--- src/rtl/tcc_pkg.sv ---
package tcc_pkg;

  localparam int unsigned CODE_W  = 8;
  localparam int unsigned TIME_W  = 32;
  localparam int unsigned WIN_W   = 16;
  localparam int unsigned BIN_W   = 16;
  localparam int unsigned CNT_W   = 32;
  localparam int unsigned DATA_W  = 32;
  localparam int unsigned ADDR_W  = 4;
  localparam int unsigned S_TDATA_W = CODE_W + TIME_W;
  localparam int unsigned M_TDATA_W = BIN_W + 3 * CNT_W;

  localparam logic [WIN_W-1:0]  WINDOW_RESET  = 16'd208;
  localparam logic [BIN_W-1:0]  PER_BIN_RESET = 16'd680;
  localparam logic [TIME_W-1:0] BASE_RESET    = 32'h8000_0000;

  // valid detector hit codes
  localparam logic [CODE_W-1:0] CODE_A = 8'd1;
  localparam logic [CODE_W-1:0] CODE_B = 8'd3;
  localparam logic [CODE_W-1:0] CODE_C = 8'd4;
  localparam logic [CODE_W-1:0] CODE_D = 8'd12;
  localparam logic [CODE_W-1:0] CODE_E = 8'd16;
  localparam logic [CODE_W-1:0] CODE_F = 8'd48;

  typedef enum logic [1:0] {
    REG_WINDOW  = 2'd0,
    REG_PER_BIN = 2'd1,
    REG_BASE    = 2'd2
  } reg_idx_t;

  typedef struct packed {
    logic [CODE_W-1:0] code;
    logic [TIME_W-1:0] ts;
  } rec_t;

  function automatic logic code_ok(input logic [CODE_W-1:0] c);
    return (c == CODE_A) || (c == CODE_B) || (c == CODE_C) ||
           (c == CODE_D) || (c == CODE_E) || (c == CODE_F);
  endfunction

  // t <= base + win, taken one bit wider so it cannot wrap
  function automatic logic near_enough(input logic [TIME_W-1:0] t,
                                       input logic [TIME_W-1:0] base,
                                       input logic [WIN_W-1:0]  win);
    logic [TIME_W:0] lim;
    lim = {1'b0, base} + {{(TIME_W+1-WIN_W){1'b0}}, win};
    return {1'b0, t} <= lim;
  endfunction

endpackage

--- src/rtl/triple_coincidence_counter.sv ---
// Channel    Dir  Handshake                 Payload
// s_axis     in   s_axis_tvalid/tready      tdata: event_code, timestamp
// m_axis     out  m_axis_tvalid/tready      tdata: bin_index, triples_in_bin,
//                                                  total_triples, total_markers
// apb        in   psel/penable/pwrite/pready paddr, pwdata, prdata
//
// One word per cycle: every accepted word is judged in the cycle it is taken,
// against the two oldest window entries held in registers, so the rate is
// one word per clock. A result appears on m_axis in the cycle after the word
// that completes a bin. The result register frees s_axis_tready as soon as
// it is empty or being drained; only a held, untaken result stalls input.
// rst (synchronous, active high) disarms and resets all but window/result data.
module triple_coincidence_counter (
  input  logic                          clk,
  input  logic                          rst,
  input  logic                          s_axis_tvalid,
  output logic                          s_axis_tready,
  // [7:0] event_code, [39:8] timestamp
  input  logic [tcc_pkg::S_TDATA_W-1:0] s_axis_tdata,
  output logic                          m_axis_tvalid,
  input  logic                          m_axis_tready,
  // [15:0] bin_index, [47:16] triples_in_bin, [79:48] total_triples,
  // [111:80] total_markers
  output logic [tcc_pkg::M_TDATA_W-1:0] m_axis_tdata,
  input  logic                          psel,
  input  logic                          penable,
  input  logic                          pwrite,
  input  logic [tcc_pkg::ADDR_W-1:0]    paddr,
  input  logic [tcc_pkg::DATA_W-1:0]    pwdata,
  output logic [tcc_pkg::DATA_W-1:0]    prdata,
  output logic                          pready
);
  import tcc_pkg::*;

  // configuration registers
  logic [WIN_W-1:0]  coincidence_window;
  logic [BIN_W-1:0]  markers_per_bin;
  logic [TIME_W-1:0] marker_base;

  // block state
  logic              armed;
  rec_t              win0, win1;     // oldest and second-oldest records
  logic [1:0]        fill;
  logic [TIME_W-1:0] expected_marker;
  logic [CNT_W-1:0]  marker_total;
  logic [BIN_W-1:0]  markers_in_bin;
  logic [CNT_W-1:0]  triple_total;
  logic [CNT_W-1:0]  triples_at_bin_start;
  logic [BIN_W-1:0]  bin_counter;

  logic              cfg_wr;
  reg_idx_t          cfg_idx;
  rec_t              rec_in;
  logic              in_acc;
  logic              take;           // word enters the window
  logic              judge;          // window full after this word
  logic              is_marker;
  logic              is_triple;
  logic              emit;
  logic [BIN_W-1:0]  markers_in_bin_next;
  logic [CNT_W-1:0]  marker_total_next;
  logic [BIN_W-1:0]  bin_counter_next;

  // ---------------------------------------------------------------- APB
  assign pready  = 1'b1;
  assign cfg_idx = reg_idx_t'(paddr[3:2]);
  assign cfg_wr  = psel & penable & pwrite & pready;

  always_ff @(posedge clk) begin
    if (rst) begin
      coincidence_window <= WINDOW_RESET;
      markers_per_bin    <= PER_BIN_RESET;
      marker_base        <= BASE_RESET;
    end else if (cfg_wr) begin
      unique case (cfg_idx)
        REG_WINDOW:  coincidence_window <= pwdata[WIN_W-1:0];
        REG_PER_BIN: markers_per_bin    <= pwdata[BIN_W-1:0];
        REG_BASE:    marker_base        <= pwdata[TIME_W-1:0];
        default: ;
      endcase
    end
  end

  always_comb begin
    prdata = '0;
    unique case (cfg_idx)
      REG_WINDOW:  prdata = {{(DATA_W-WIN_W){1'b0}}, coincidence_window};
      REG_PER_BIN: prdata = {{(DATA_W-BIN_W){1'b0}}, markers_per_bin};
      REG_BASE:    prdata = marker_base;
      default:     prdata = '0;
    endcase
  end

  // ---------------------------------------------------------------- judge
  // code sits in the low byte of tdata, timestamp above it
  assign rec_in        = rec_t'({s_axis_tdata[CODE_W-1:0],
                                 s_axis_tdata[S_TDATA_W-1:CODE_W]});
  assign s_axis_tready = ~m_axis_tvalid | m_axis_tready;
  assign in_acc        = s_axis_tvalid & s_axis_tready;

  // before arming, only the first marker-base word gets in
  assign take  = in_acc & (armed | (rec_in.ts == marker_base));
  assign judge = take & (fill == 2'd2);

  // the new word is the third, youngest entry of a full window
  assign is_marker = (win0.ts == expected_marker);
  assign is_triple = ~is_marker & code_ok(win0.code)
                   & near_enough(win1.ts, win0.ts, coincidence_window)
                   & code_ok(win1.code) & (win1.code != win0.code)
                   & near_enough(rec_in.ts, win0.ts, coincidence_window)
                   & code_ok(rec_in.code) & (rec_in.code != win0.code);

  assign markers_in_bin_next = markers_in_bin + 1'b1;
  assign marker_total_next   = marker_total + 1'b1;
  assign bin_counter_next    = bin_counter + 1'b1;
  assign emit = judge & is_marker & (markers_in_bin_next >= markers_per_bin);

  // window: a triple empties it, any other judgement pops one entry
  always_ff @(posedge clk) begin
    if (rst) begin
      armed           <= 1'b0;
      fill            <= 2'd0;
      expected_marker <= BASE_RESET;
    end else if (take) begin
      if (!armed) begin
        armed           <= 1'b1;
        expected_marker <= marker_base;
      end
      priority case (fill)
        2'd0:    fill <= 2'd1;
        2'd1:    fill <= 2'd2;
        default: fill <= is_triple ? 2'd0 : 2'd2;
      endcase
      if (judge && is_marker) begin
        expected_marker <= expected_marker + 1'b1;
      end
    end
  end

  always_ff @(posedge clk) begin
    if (take) begin
      priority case (fill)
        2'd0:    win0 <= rec_in;
        2'd1:    win1 <= rec_in;
        default: begin
          win0 <= win1;
          win1 <= rec_in;
        end
      endcase
    end
  end

  // counters
  always_ff @(posedge clk) begin
    if (rst) begin
      marker_total         <= '0;
      markers_in_bin       <= '0;
      triple_total         <= '0;
      triples_at_bin_start <= '0;
      bin_counter          <= '0;
    end else if (judge) begin
      if (is_marker) begin
        marker_total <= marker_total_next;
        if (emit) begin
          markers_in_bin       <= '0;
          bin_counter          <= bin_counter_next;
          triples_at_bin_start <= triple_total;
        end else begin
          markers_in_bin <= markers_in_bin_next;
        end
      end else if (is_triple) begin
        triple_total <= triple_total + 1'b1;
      end
    end
  end

  // ---------------------------------------------------------------- result
  always_ff @(posedge clk) begin
    if (rst) begin
      m_axis_tvalid <= 1'b0;
    end else if (emit) begin
      m_axis_tvalid <= 1'b1;
    end else if (m_axis_tready) begin
      m_axis_tvalid <= 1'b0;
    end
  end

  always_ff @(posedge clk) begin
    if (emit) begin
      m_axis_tdata <= {marker_total_next, triple_total,
                       triple_total - triples_at_bin_start, bin_counter_next};
    end
  end

  // ---------------------------------------------------------------- checks
  a_fill_range: assert property (@(posedge clk) disable iff (rst)
    fill != 2'd3) else $error("window fill out of range");

  a_idle_unarmed: assert property (@(posedge clk) disable iff (rst)
    !armed |-> fill == 2'd0) else $error("window filled before arming");

  a_triple_empties: assert property (@(posedge clk) disable iff (rst)
    judge && is_triple |=> fill == 2'd0) else $error("triple left entries");

  a_emit_bin: assert property (@(posedge clk) disable iff (rst)
    emit |=> m_axis_tvalid && markers_in_bin == '0 &&
             bin_counter == $past(bin_counter) + 1'b1)
    else $error("bin close mismatch");

endmodule

--- config.mk ---
export PLATFORM = sky130hd
export DESIGN_NAME = triple_coincidence_counter
export DESIGN_NICKNAME = d
export VERILOG_FILES = /design/src/rtl/tcc_pkg.sv /design/src/rtl/triple_coincidence_counter.sv
export SDC_FILE = /design/constraint.sdc
export NUM_CORES = 1
export LEC_CHECK = 0
export BUFFER_PORTS_ARGS = -buffer_cell sky130_fd_sc_hd__clkbuf_2
export CORE_ASPECT_RATIO = 1.4
export CORE_UTILIZATION = 64
export CTS_CLUSTER_SIZE = 16
export DETAILED_ROUTE_END_ITERATION = 7
export GPL_TIMING_DRIVEN = 0
export PLACE_DENSITY = 0.86
export SKIP_LAST_GASP = 1
export SYNTH_ARGS = -nofsm -noshare
export SYNTH_HDL_FRONTEND = slang
export SYNTH_SLANG_ARGS = --single-unit
--- constraint.sdc ---
create_clock -name clk -period 17.45 [get_ports clk]
set_clock_uncertainty 0.15 [all_clocks]
set_input_delay 4.3625 -clock clk [delete_from_list [all_inputs] [get_ports clk]]
set_output_delay 4.3625 -clock clk [all_outputs]
set_load 0.01 [all_outputs]
# == Word-level counts from Yosys, hierarchy flattened ==
# Index checks and enable logic that the tools add are counted.
# totals
regBits,420
input_bits,83
output_inout_bits,147
# classes
addsub,7
n_lt_le_gt_ge,3
eq_ne,27
n_mux,9
bitwise_logic,20
reduce_logical,28
# ops
operator,n
"adder 32 x 1 -> 32 bit, second input constant",3
case mux 32 bit (3 select lines),1
case mux 40 bit (2 select lines),1
<= comparator 32 x 33 -> 1 bit,2
== test 32 bit,2
2-to-1 mux 32 bit,2
adder 32 x 16 -> 33 bit,1
"adder 16 x 1 -> 16 bit, second input constant",2
subtractor 32 bit,1
"== test 8 x 1 -> 1 bit, second input constant",3
"== test 8 x 2 -> 1 bit, second input constant",3
"== test 8 x 3 -> 1 bit, second input constant",3
"== test 8 x 4 -> 1 bit, second input constant",3
"== test 8 x 5 -> 1 bit, second input constant",3
"== test 8 x 6 -> 1 bit, second input constant",3
>= comparator 16 bit,1
2-to-1 mux 16 bit,1
inequality test 8 bit,2
logical OR 1 bit,15
AND 1 bit,14
AND reduction 2 bit,7
AND reduction 3 bit,2
"== test 2 x 1 -> 1 bit, second input constant",2
"== test 2 bit, second input constant",2
9 further kinds,15

# == Longest topological paths before layout ==
# Gate-level depths: netlist of run 1.
# logic_depth
ltp_word,15
ltp_mapped,25
mapped_depth_nobuf,24

# == Worst setup path after synthesis of run 1 ==
# Ideal clock, no wire load.
# synth_timing
kind,input to register
from,in s_axis_tdata[30] (netlist bit)
to,"reg m_axis_tdata[0] (netlist bit), enable pin"
setup_time_ns,0.584
arrival_time_ns,11.159
required_ns,16.716
slack_ns,5.557
cell_stages,11
path_cell_list,xor2_1 > nor4_1 > nand4_1 > o21ai_0 > nand3_1 > or3_1 > nor2_1 > clkbuf_1 > clkbuf_1 > nand2_1 > nor2_1
# synth_via
elab_chain_cells,6
# synth_lines
item,line,text
"start, declared",triple_coincidence_counter.sv:19,"input logic [tcc_pkg::S_TDATA_W-1:0] s_axis_tdata,"
== test 32 bit,triple_coincidence_counter.sv:102,assign take = in_acc & (armed | (rec_in.ts == marker_base));
OR 1 bit,triple_coincidence_counter.sv:102,
AND 1 bit,triple_coincidence_counter.sv:102,
AND 1 bit,triple_coincidence_counter.sv:103,assign judge = take & (fill == 2'd2);
AND 1 bit (2 in a row),triple_coincidence_counter.sv:116,assign emit = judge & is_marker & (markers_in_bin_next >= markers_per_bin);
via emit,triple_coincidence_counter.sv:59,logic emit;
"end signal, assigned",triple_coincidence_counter.sv:190,"m_axis_tdata <= {marker_total_next, triple_total,"
"end, declared",triple_coincidence_counter.sv:24,"output logic [tcc_pkg::M_TDATA_W-1:0] m_axis_tdata,"
# The timed path passes the listed nets, and every way through them passes these cells.
# A chain may end at the register's enable or synchronous reset.

# == Worst setup path after layout of run 1 ==
# layout_timing
from,in paddr[2] (netlist bit)
to,out prdata[29] (netlist bit)
# layout_via
elab_chain_cells,2
elab_cells_between_ends,4
# layout_lines
item,line,text
"start, declared",triple_coincidence_counter.sv:28,"input logic [tcc_pkg::ADDR_W-1:0] paddr,"
"== test 2 bit, or another cell as far along",triple_coincidence_counter.sv:86,unique case (cfg_idx)
case mux 32 bit (3 select lines) *,triple_coincidence_counter.sv:86,
"end, declared",triple_coincidence_counter.sv:30,"output logic [tcc_pkg::DATA_W-1:0] prdata,"
# Every way passes the cells marked *; elsewhere a longest branch is shown, timed or not.

==> results of run 1 <==
-- cells in the final DEF (no fill, tap or decap), types with 7 or more instances in the layout --
| master | count |
|---|---|
| nand2_1 | 355 |
| dfxtp_1 | 228 |
| clkbuf_2 | 225 |
| a21oi_1 | 192 |
| edfxtp_1 | 192 |
| nor2_1 | 158 |
| xor2_1 | 158 |
| ha_1 | 130 |
| o21ai_0 | 105 |
| clkbuf_1 | 98 |
| inv_1 | 88 |
| xnor2_1 | 85 |
| nand3_1 | 76 |
| and3_1 | 62 |
| mux2_2 | 58 |
| nor2b_1 | 43 |
| clkbuf_16 | 42 |
| nand4_1 | 34 |
| nor4_1 | 30 |
| nor3_1 | 27 |
| a211oi_1 | 25 |
| nand2b_1 | 24 |
| a21o_1 | 24 |
| or3_1 | 22 |
| and2_1 | 21 |
| mux2i_1 | 18 |
| o21a_1 | 13 |
| a22oi_1 | 13 |
| o31ai_1 | 10 |
| or4_1 | 10 |
| a211o_1 | 8 |
| clkinv_2 | 8 |
| o21bai_1 | 7 |
| nand3b_1 | 7 |
-- power breakdown --
part           internal, mW  switching [mW]
combinational        0.0280          0.0514
sequential             1.02         0.00295
clock                 0.510           0.381
-- cells by family (layout without fill, tap and decap cells) --
kind of cell	after synthesis	in the layout	share of synthesized area, %
other cells	1	2	0.0167
compound gates	445	445	11.8
simple gates	885	885	18.5
mux	76	76	3.70
buf+inv	186	491	3.17
fa+ha+maj	134	134	7.50
xor+xnor	243	243	9.45
flops	420	420	45.9
-- registers in the layout (all words and copies together), names as in the netlist, 32 cells and up --
register	cells
marker_base	32
triple_total	32
triples_at_bin_start	32
marker_total	32
win0	40
m_axis_tdata	112
expected_marker	32
win1	40
-- layer usage --
| metal | part of all wire (%) | up-vias |
|---|---|---|
| li1 | - | 8975 |
| met1 | 36 | 8916 |
| met2 | 50 | 837 |
| met3 | 6.5 | 247 |
| met4 | 7.2 | 0 |
| met5 | 0 | - |
-- synth_stat cells, drive strengths merged, types with 3 or more instances --
library cell  instances  area share (%)
nand2               355             5.9
dfxtp               228              20
a21oi               193             4.3
edfxtp              192              26
nor2                160             2.7
xor2                158             6.1
ha                  130             7.2
o21ai               108             2.4
inv                  88             1.5
clkbuf               87             1.5
xnor2                85             3.3
nand3                76             1.7
and3                 62             1.7
mux2                 58             2.9
nor2b                43             1.2
nand4                34            0.94
nor4                 30            0.83
nor3                 28            0.64
a211oi               25            0.83
a21o                 24            0.80
nand2b               24            0.67
or3                  22            0.61
and2                 21            0.58
mux2i                18            0.80
a22oi                13            0.43
o21a                 13            0.43
buf                  11            0.26
or4                  11            0.38
o31ai                10            0.33
a211o                 8            0.31
nand3b                7            0.23
o21bai                7            0.23
a221oi                5            0.25
a31oi                 5            0.14
o311ai                5            0.23
nor3b                 4            0.13
o211ai                4            0.13
o22ai                 4            0.11
or2                   4            0.11
a21boi                3            0.10
a311oi                3            0.12
-- worst max-delay path, stage by stage --
cell	delay (ns)
clkbuf_2	0.11
clkbuf_1	0.19
nor2b_1	0.91
clkbuf_1	0.42
and2_1	0.20
clkbuf_2	0.14
-- path summary, 6_finish.rpt --
| check | end | slack [ns] | startpoint | cells past startpoint |
|---|---|---|---|---|
| min reg2reg | triples_at_bin_start[5] | 0.30 | triples_at_bin_start[5] | 2 |
| max reg2reg | triple_total[10] | 10.12 | win0[0] | 23 |
| max | prdata[29] | 6.59 | paddr[2] | 6 |
| min | triples_at_bin_start[5] | 0.30 | triples_at_bin_start[5] | 2 |
-- cell type report --
cell class | count | area, sq um | share of cell area, %
well taps | 451 | 564 | 2.20
repair buffers | 230 | 1240 | 4.83
clock inverters | 17 | 171 | 0.668
multi-input cells | 1784 | 11500 | 44.8
flip-flops and latches | 420 | 10300 | 40.2
diodes | 1 | 2.50 | 0.00974
clock buffers | 58 | 1160 | 4.52
inverters | 88 | 330 | 1.29
plain buffers | 98 | 384 | 1.50
==> results.toml, run 1 <==
[clock_tree]
post_cts_resized = 0
cts_max_level = 2
postCtsSetupRepairBufs = 0
holdBufCountCts = 0
max-clock-path-buffers = 3
clk_pin_slew_ns = 0.06
insertion_delay_ns = 0.56
cts_buffers = 41
cts.sinks = 420
clockRootBuffer = "clkbuf_16"
cts_tree = "yes"

[place]
gp_congestion = 1.03
place_inst = 3071
io_buffers = 225
post-place-ws_ns = 6.62
place_area_sq_um = 24300
hpwlAfterDp_um = 48300

[grt]
gr-total-overflow = 0
grt_util_met1_pct = 39.1
grt-busiest-layer = "met2"
grt_use_met2_pct = 61.4
grt_pass1_vias = 18711
grt_pass1_wl_um = 98200
met3_usage_pct = 4.70
grt.total_usage_pct = 35.1
grt_max_degree = 42
antenna_found_initial = 0

[timing]
relSlewSlack_pct = 22.3
finalCritPeriodShare_pct = 62.2
setup_slack_ns = 6.59
setup_viol = 0
fmax_ghz = 0.0921
tns_ns = 0
whs_ns = 0.300
worst_pin_slew_ns = 1.15
period_needed_ns = 10.86
rsz0062_at_grt = "false"
hold_viol = 0
slew_viol_final = 0

[status]
status = "complete, no violations"

[route]
finalWirelength_um = 63000
drtIter0Drc = 1608
vias = 18975
drtPass1Iterations = 6
vias_per_cell = 6.03
detail-route-antenna-nets = 0
drc_errors = 0
wl_per_cell_um = 20.0

[yosys]
syn-cell-area_sq_um = 22500
yosysWarnings = 0
synthCells = 2390
synth_cell_types = 71
synth_area_per_cell_sq_um = 9.42
syn_nets = 2605
synth-edff-count = 192
ys_seq_elements = 420
async_flop_share_pct = 0
ys_seq_area_share_pct = 45.9
synth_ff_type = "dfxtp_1"

[floorplanning]
die_y_um = 224
fp.dieW_um = 161
core_sq_um = 34300
start_util_pct = 65.6
dieArea_sq_um = 35900
pin_count = 230
fp-row-count = 80

[power]
irDropWorstVdd_mv = 0.0752
total_power_mw = 2.00
pwr_density_cell_nw_per_um2 = 77.8
p_leak_nw = 10.0

[job]
maxCapViolCount = 0

[hold_path]
holdCritPathClass = "flip-flop to flip-flop"

[final_layout]
areaGrowthSynthToFinish_pct = 14.1
fillers = 2385
fin_util_pct = 74.8
drive_above_1_share_pct = 13.8
nNetsFinal = 2878
finalNonFillerCells = 3147
final_cell_area_sq_um = 25700

[critical_path]
required_ns = 12.94
criticalPathCategory = "input port to output port"
end_kind = "output port"
critPathArrivalTime_ns = 6.35
path_max_fanout = 10
worstSetupStartpointType = "input port"
Power figures use the tool's default switching activity.
==> run 2, diff against run 1 <==
ABC_AREA = 1   (was default)
CORE_UTILIZATION = 60   (was 64)
PLACE_DENSITY = 0.81   (was 0.86)
clock period = 11.34 ns   (was 17.45 ns; I/O delays follow)
==> run 2 against run 1 <==
Effect of this change: sequential share of layout area is 1.1 points lower; wire length is 7.9% higher; worst hold slack better by 0.031 ns; critical path type unchanged; combinational power is 86% higher; synthesized cell count is 18% higher; core utilization fell by 5.0 points; sequential power grew 53%; largest cell class unchanged; critical path depth up 1; clock power is 59% higher; flip-flop and latch count is the same.
==> results.toml, run 2 <==
[clock_tree]
postCtsSetupRepairBufs = 0
cts_buffers = 42
max-clock-path-buffers = 3
clockRootBuffer = "clkbuf_16"
insertion_delay_ns = 0.57
cts_tree = "yes"
cts.sinks = 420
clk_pin_slew_ns = 0.06
cts_max_level = 2
holdBufCountCts = 0
post_cts_resized = 0

[final_layout]
largest_reg_flops = 112
final_common_cell = "nand2_1"
nNetsFinal = 3313
regMostFlops = "m_axis_tdata"
reg_top3 = "m_axis_tdata: 112 flops, win0: 40 flops, win1: 40 flops"
final_cell_area_sq_um = 26400
areaGrowthSynthToFinish_pct = 13.9
antenna_cells = 0
layout_common_cells = "nand2_1 (515), nor2_1 (386), inv_1 (300)"
drive_above_1_share_pct = 12.3

[timing]
fmax_ghz = 0.124
whs_ns = 0.331
setup_viol = 0
slew_viol_final = 0
setup_slack_ns = 3.29
worst_pin_slew_ns = 0.895
hold_viol = 0
rsz0062_at_grt = "false"
finalCritPeriodShare_pct = 71.0
period_needed_ns = 8.05
tns_ns = 0
relSlewSlack_pct = 40.4

[yosys]
syn-cell-area_sq_um = 23200
synth-edff-count = 192
synth_ff_type = "dfxtp_1"
synth_cell_types = 58
synth_area_per_cell_sq_um = 8.21
ys_seq_elements = 420
async_flop_share_pct = 0
synth_most_common_cell = "nand2_1"
yosys-top-cells-area = "edfxtp_1 (25%), dfxtp_1 (20%), nand2_1 (8.3%)"
ys_seq_area_share_pct = 44.5
synthTopCellsByCount = "nand2_1 (515), nor2_1 (387), inv_1 (300)"
synthCells = 2825
yosysWarnings = 0
syn_nets = 3040
synth_top_area_share_pct = 24.8
synth.largest_area_cell = "edfxtp_1"

[route]
vias = 20874
finalWirelength_um = 68000
vias_per_cell = 5.79
wl_per_cell_um = 18.9
detail-route-antenna-nets = 0
drtIter0Drc = 1655
drtPass1Iterations = 5
drc_errors = 0

[critical_path]
slowest_stage = "clkinv_1"
rr_endpoint = "triple_total[0]"
r2r_setup_slack_ns = 5.77
timing.rr.start = "coincidence_window[0]"
end_kind = "output port"
path_delay_family = "buffers and inverters"
required_ns = 8.36
path_max_fanout = 10
worstSetupStartpointType = "input port"
criticalPathCategory = "input port to output port"
path_cells = "clkbuf_2, inv_1, nor2_1, clkinv_1, clkbuf_1, o221ai_1, clkbuf_2"
crit_path_max_incr_delay_ns = 0.46
path_buf_inv = 5
worstRegToRegCells = 26
cp_num_cells = 7
critPathArrivalTime_ns = 5.06
timing.critical_path.mode_cell = "clkbuf_2"

[floorplanning]
fp.dieW_um = 168
pin_count = 230
dieArea_sq_um = 39500
die_y_um = 235
start_util_pct = 61.3
fp-row-count = 84
core_sq_um = 37800

[place]
hpwlAfterDp_um = 53200
gp_congestion = 1.01
io_buffers = 226
post-place-ws_ns = 3.40
place_area_sq_um = 25000

[grt]
antenna_found_initial = 1
grt.total_usage_pct = 34.2
gr-total-overflow = 0
grt_pass1_wl_um = 105000
grt_pass1_vias = 19995
grt_max_degree = 66

[status]
status = "complete, no violations"

[power]
internal_power_mw = 2.43
total_power_mw = 3.15
p_clk_share_pct = 45.0
p_leak_nw = 11.1
pwr_density_cell_nw_per_um2 = 119
sw_frac_of_total_pct = 22.8
irDropWorstVdd_mv = 0.132
combPwrFrac_pct = 4.7
power_frac_seq_pct = 50.3
switchingPower_uw = 719

[hold_path]
hold_depth = 2
min_from = "triples_at_bin_start[17]"
holdCritPathClass = "flip-flop to flip-flop"
min_to = "triples_at_bin_start[17]"

[job]
maxCapViolCount = 0
[run 2: cell types whose count changed after synthesis, sizes merged, moves of 32 or more]
cell   before  now
nor2      160  396
inv        88  306
nand2     355  518
o21ai     108  234
and3       62    2
mux2       58    0
nand4      34   81
nor2b      43    0
a21oi     193  159
a31oi       5   37
[run 2: worst register-to-register path, cell delays in order, from the launching register on]
cell and delay (ns):
dfxtp_1 0.39, ha_1 0.20, inv_1 0.06, fa_1 0.41, o21ai_2 0.23, nand2_1 0.15, nand2_1 0.20, nand2_1 0.07
nand2_1 0.16, inv_1 0.06, nor2_1 0.15, inv_1 0.06, nor2_1 0.19, nand2_1 0.15, nor2_1 0.17, xor2_1 0.28
ha_1 0.19, nand2_1 0.13, nor4_1 0.27, and3_1 0.20, nand4_1 0.21, nor3_1 0.32, o21bai_4 0.23, nand4_2 0.30
buf_4 0.30, o21ai_0 0.19, nor2_1 0.06
[run 2: layer usage]
layer	up-vias	global-route usage (%)	wire length [um]
met5	-	0	13
met1	9704	40.1	25600
met2	937	60.4	33500
li1	10027	-	-
met3	204	3.54	4750
met4	2	20.0	4090
[run 2: layout make-up]
cell class / count / area [sq um]
flip-flops and latches: 420 / 10300
multi-input cells: 2006 / 11400
inverters: 309 / 1160
plain buffers: 90 / 385
well taps: 473 / 592
clock buffers: 50 / 1150
fillers: 3063 / 11400
clock inverters: 28 / 250
repair buffers: 229 / 1200
[run 2: worst max-delay path by stage]
stage,startpoint,slack [ns],end
finish,paddr[3],3.29,prdata[9]
global placement,s_axis_tdata[16],2.89,win0[30]
global route,paddr[3],3.29,prdata[10]
CTS,paddr[3],3.40,prdata[10]
floorplan,paddr[3],4.47,prdata[10]
detailed placement,paddr[3],3.40,prdata[10]
[run 2: kinds of logic (layout without fill, tap and decap cells)]
kind of cell	count (synthesis)	after routing	synth area share (%)
AND/OR/NAND/NOR	1176	1176	22.2
AO/OA/AOI/OAI	495	495	11.8
flip-flops	420	420	44.5
buffers and inverters	399	706	6.65
XOR/XNOR	202	202	7.62
adder cells (fa/ha/maj)	132	132	7.18
other	1	1	0.0162
[run 2: power by group through the flow]
| stage | clock (mW) | combinational (mW) | sequential, mW |
|---|---|---|---|
| after floorplan | 0 | 0.0798 | 1.62 |
| after global placement | 0 | 0.140 | 1.62 |
| after detailed placement | 0 | 0.144 | 1.62 |
| after CTS | 1.43 | 0.145 | 1.58 |
| after global routing | 1.48 | 0.160 | 1.58 |
| final | 1.42 | 0.148 | 1.58 |
[run 2: through the flow]
stage | cells | util, %
after global routing | 3605 | 69.8
after CTS | 3605 | 69.8
final | 3605 | 69.8
after detailed placement | 3527 | 66.1
after global placement | 3524 | 65.9
after floorplan | 2825 | -
==> run 3, diff against run 2 <==
ABC_AREA = 0   (was 1)
CORE_UTILIZATION = 54   (was 60)
PLACE_DENSITY = 0.77   (was 0.81)
clock period = 6.9 ns   (was 11.34 ns; I/O delays follow)
==> run 3 against run 2 <==
Effect of this change: worst hold slack got worse by 0.032 ns; first-iteration DRC count decreased by 30%; sequential power increased by 65%; wire length decreased by 6.7%; sequential share of layout area increased by 0.90 points; register-to-register slack got worse by 5.4 ns; total power increased by 61%; clock power increased by 59%; cell count decreased by 10%; highest routed layer unchanged.
==> results.toml, run 3 (synthesis results as in run 1) <==
[critical_path]
critPathLaunch = "win0[0]"
critPathArrivalTime_ns = 6.82
worstSetupStartpointType = "flip-flop"
path_max_fanout = 10
end_kind = "flip-flop"
required_ns = 7.21
criticalPathCategory = "flip-flop to flip-flop"
timing.rr.start = "win0[0]"

[place]
hpwlAfterDp_um = 49500
post-place-ws_ns = -0.139
place_area_sq_um = 24500
place_inst = 3160
io_buffers = 225
gp_congestion = 0.982

[route]
wl_met2_um = 31900
detail_route.wirelength.met1_um = 23600
drtIter0Drc = 1162
vias_per_cell = 5.76
top_layer = "met5"
detail-route-antenna-nets = 0
wl_per_cell_um = 19.6
routed-wl-met3_um = 3380
finalWirelength_um = 63400
drtPass1Iterations = 6
vias = 18641
drc_errors = 0

[floorplanning]
fp-row-count = 88
start_util_pct = 54.7
dieArea_sq_um = 42500
core_sq_um = 41200
die_y_um = 244
fp.dieW_um = 175
pin_count = 230

[hold_path]
min_from = "triples_at_bin_start[11]"
holdCritPathClass = "flip-flop to flip-flop"

[power]
pwr_density_cell_nw_per_um2 = 196
combPwrFrac_pct = 4.0
irDropWorstVdd_mv = 0.214
sw_frac_of_total_pct = 22.5
total_power_mw = 5.06
p_leak_nw = 10.4
internal_power_mw = 3.92
power_frac_seq_pct = 51.3
p_clk_share_pct = 44.7
switchingPower_mw = 1.14

[status]
status = "complete, no violations"

[clock_tree]
insertion_delay_ns = 0.57
cts.sinks = 420
clk_pin_slew_ns = 0.06
cts_buffers = 42
cts_tree = "yes"
max-clock-path-buffers = 3
clockRootBuffer = "clkbuf_16"
cts_max_level = 2

[grt]
antenna_found_initial = 2
grt_pass1_wl_um = 97800
grt_max_degree = 42
grt_pass1_vias = 18117
gr-total-overflow = 0
grt.total_usage_pct = 29.5

[final_layout]
layout_common_cells = "nand2_1 (355), dfxtp_1 (228), clkbuf_2 (225)"
largest_reg_flops = 112
reg_top3 = "m_axis_tdata: 112 flops, win0: 40 flops, win1: 40 flops"
fillers = 3475
nNetsFinal = 2879
areaGrowthSynthToFinish_pct = 14.7
finalNonFillerCells = 3239
regMostFlops = "m_axis_tdata"
multiInputGateArea_sq_um = 11500
final_cell_area_sq_um = 25800
drive_above_1_share_pct = 13.9
fin_util_pct = 62.7
regArea_sq_um = 10300
final_common_cell = "nand2_1"

[timing]
setup_slack_ns = 0.396
period_needed_ns = 6.50
hold_viol = 0
fmax_ghz = 0.154
rsz0062_at_grt = "false"
setup_viol = 0
finalCritPeriodShare_pct = 94.3
slew_viol_final = 0
worst_pin_slew_ns = 1.32
relSlewSlack_pct = 11.4

[job]
maxCapViolCount = 0
-- run 3: worst max-delay path: stages, from the launching register on --
cell and delay [ns]:
edfxtp_1 0.42, ha_1 0.23, inv_1 0.07, fa_1 0.40, nor2b_1 0.13, o21ai_1 0.09
a21boi_1 0.21, nor4_1 0.10, o311ai_2 0.56, o21a_1 0.31, xnor2_1 0.15, ha_1 0.36
nand4_1 0.09, nor2_1 0.09, nand2_1 0.14, a211o_1 0.30, a32oi_1 0.32, maj3_1 0.26
a21oi_1 0.07, o311ai_1 0.93, nor3_2 0.24, buf_2 0.28, nand3_1 0.13, mux2_2 0.34
-- run 3: final cells by class --
type / count / share of cell area (%)
clock buffer: 52 / 4.42
inverter: 88 / 1.28
clock inverter: 26 / 0.790
sequential: 420 / 40.0
timing repair buffer: 230 / 4.81
buffer: 98 / 1.49
tap: 540 / 2.62
antenna: 1 / 0.00969
multi-input combinational: 1784 / 44.6
-- run 3: power groups by stage --
stage               registers [mW]  clock network (mW)  logic, mW
global placement              2.65                   0      0.195
detailed placement            2.65                   0      0.200
floorplan                     2.65                   0      0.104
CTS                           2.60                2.29      0.201
global route                  2.60                2.38      0.219
finish                        2.60                2.26      0.203
-- run 3: per-stage QoR --
step	TNS [ns]	hold slack, ns
finish	0	0.299
CTS	0	0.302
detailed placement	-3.33	0.293
global placement	-147.62	0.288
global route	0	0.318
floorplan	0	0.282
-- run 3: per-layer routing --
layer  global-route usage (%)  vias to the layer above
met5                        0                        -
met4                     19.8                        2
met3                     3.54                      213
met2                     53.2                      709
met1                     32.3                     8737
li1                         -                     8980
-- run 3: worst paths after layout --
kind | endpoint | slack (ns) | cells after the start
worst max-delay path | triple_total[8] | 0.40 | 23
worst min-delay path | triples_at_bin_start[11] | 0.30 | 2
worst max register to register | triple_total[8] | 0.40 | 23
worst min register to register | triples_at_bin_start[11] | 0.30 | 2
-- run 3: repair_timing --
item | 4_1_cts | 5_1_grt
buffers inserted | 0 | 0
resized for setup | 1 | 2
hold buffers | 0 | 0
setup endpoints to repair | 6 | 6
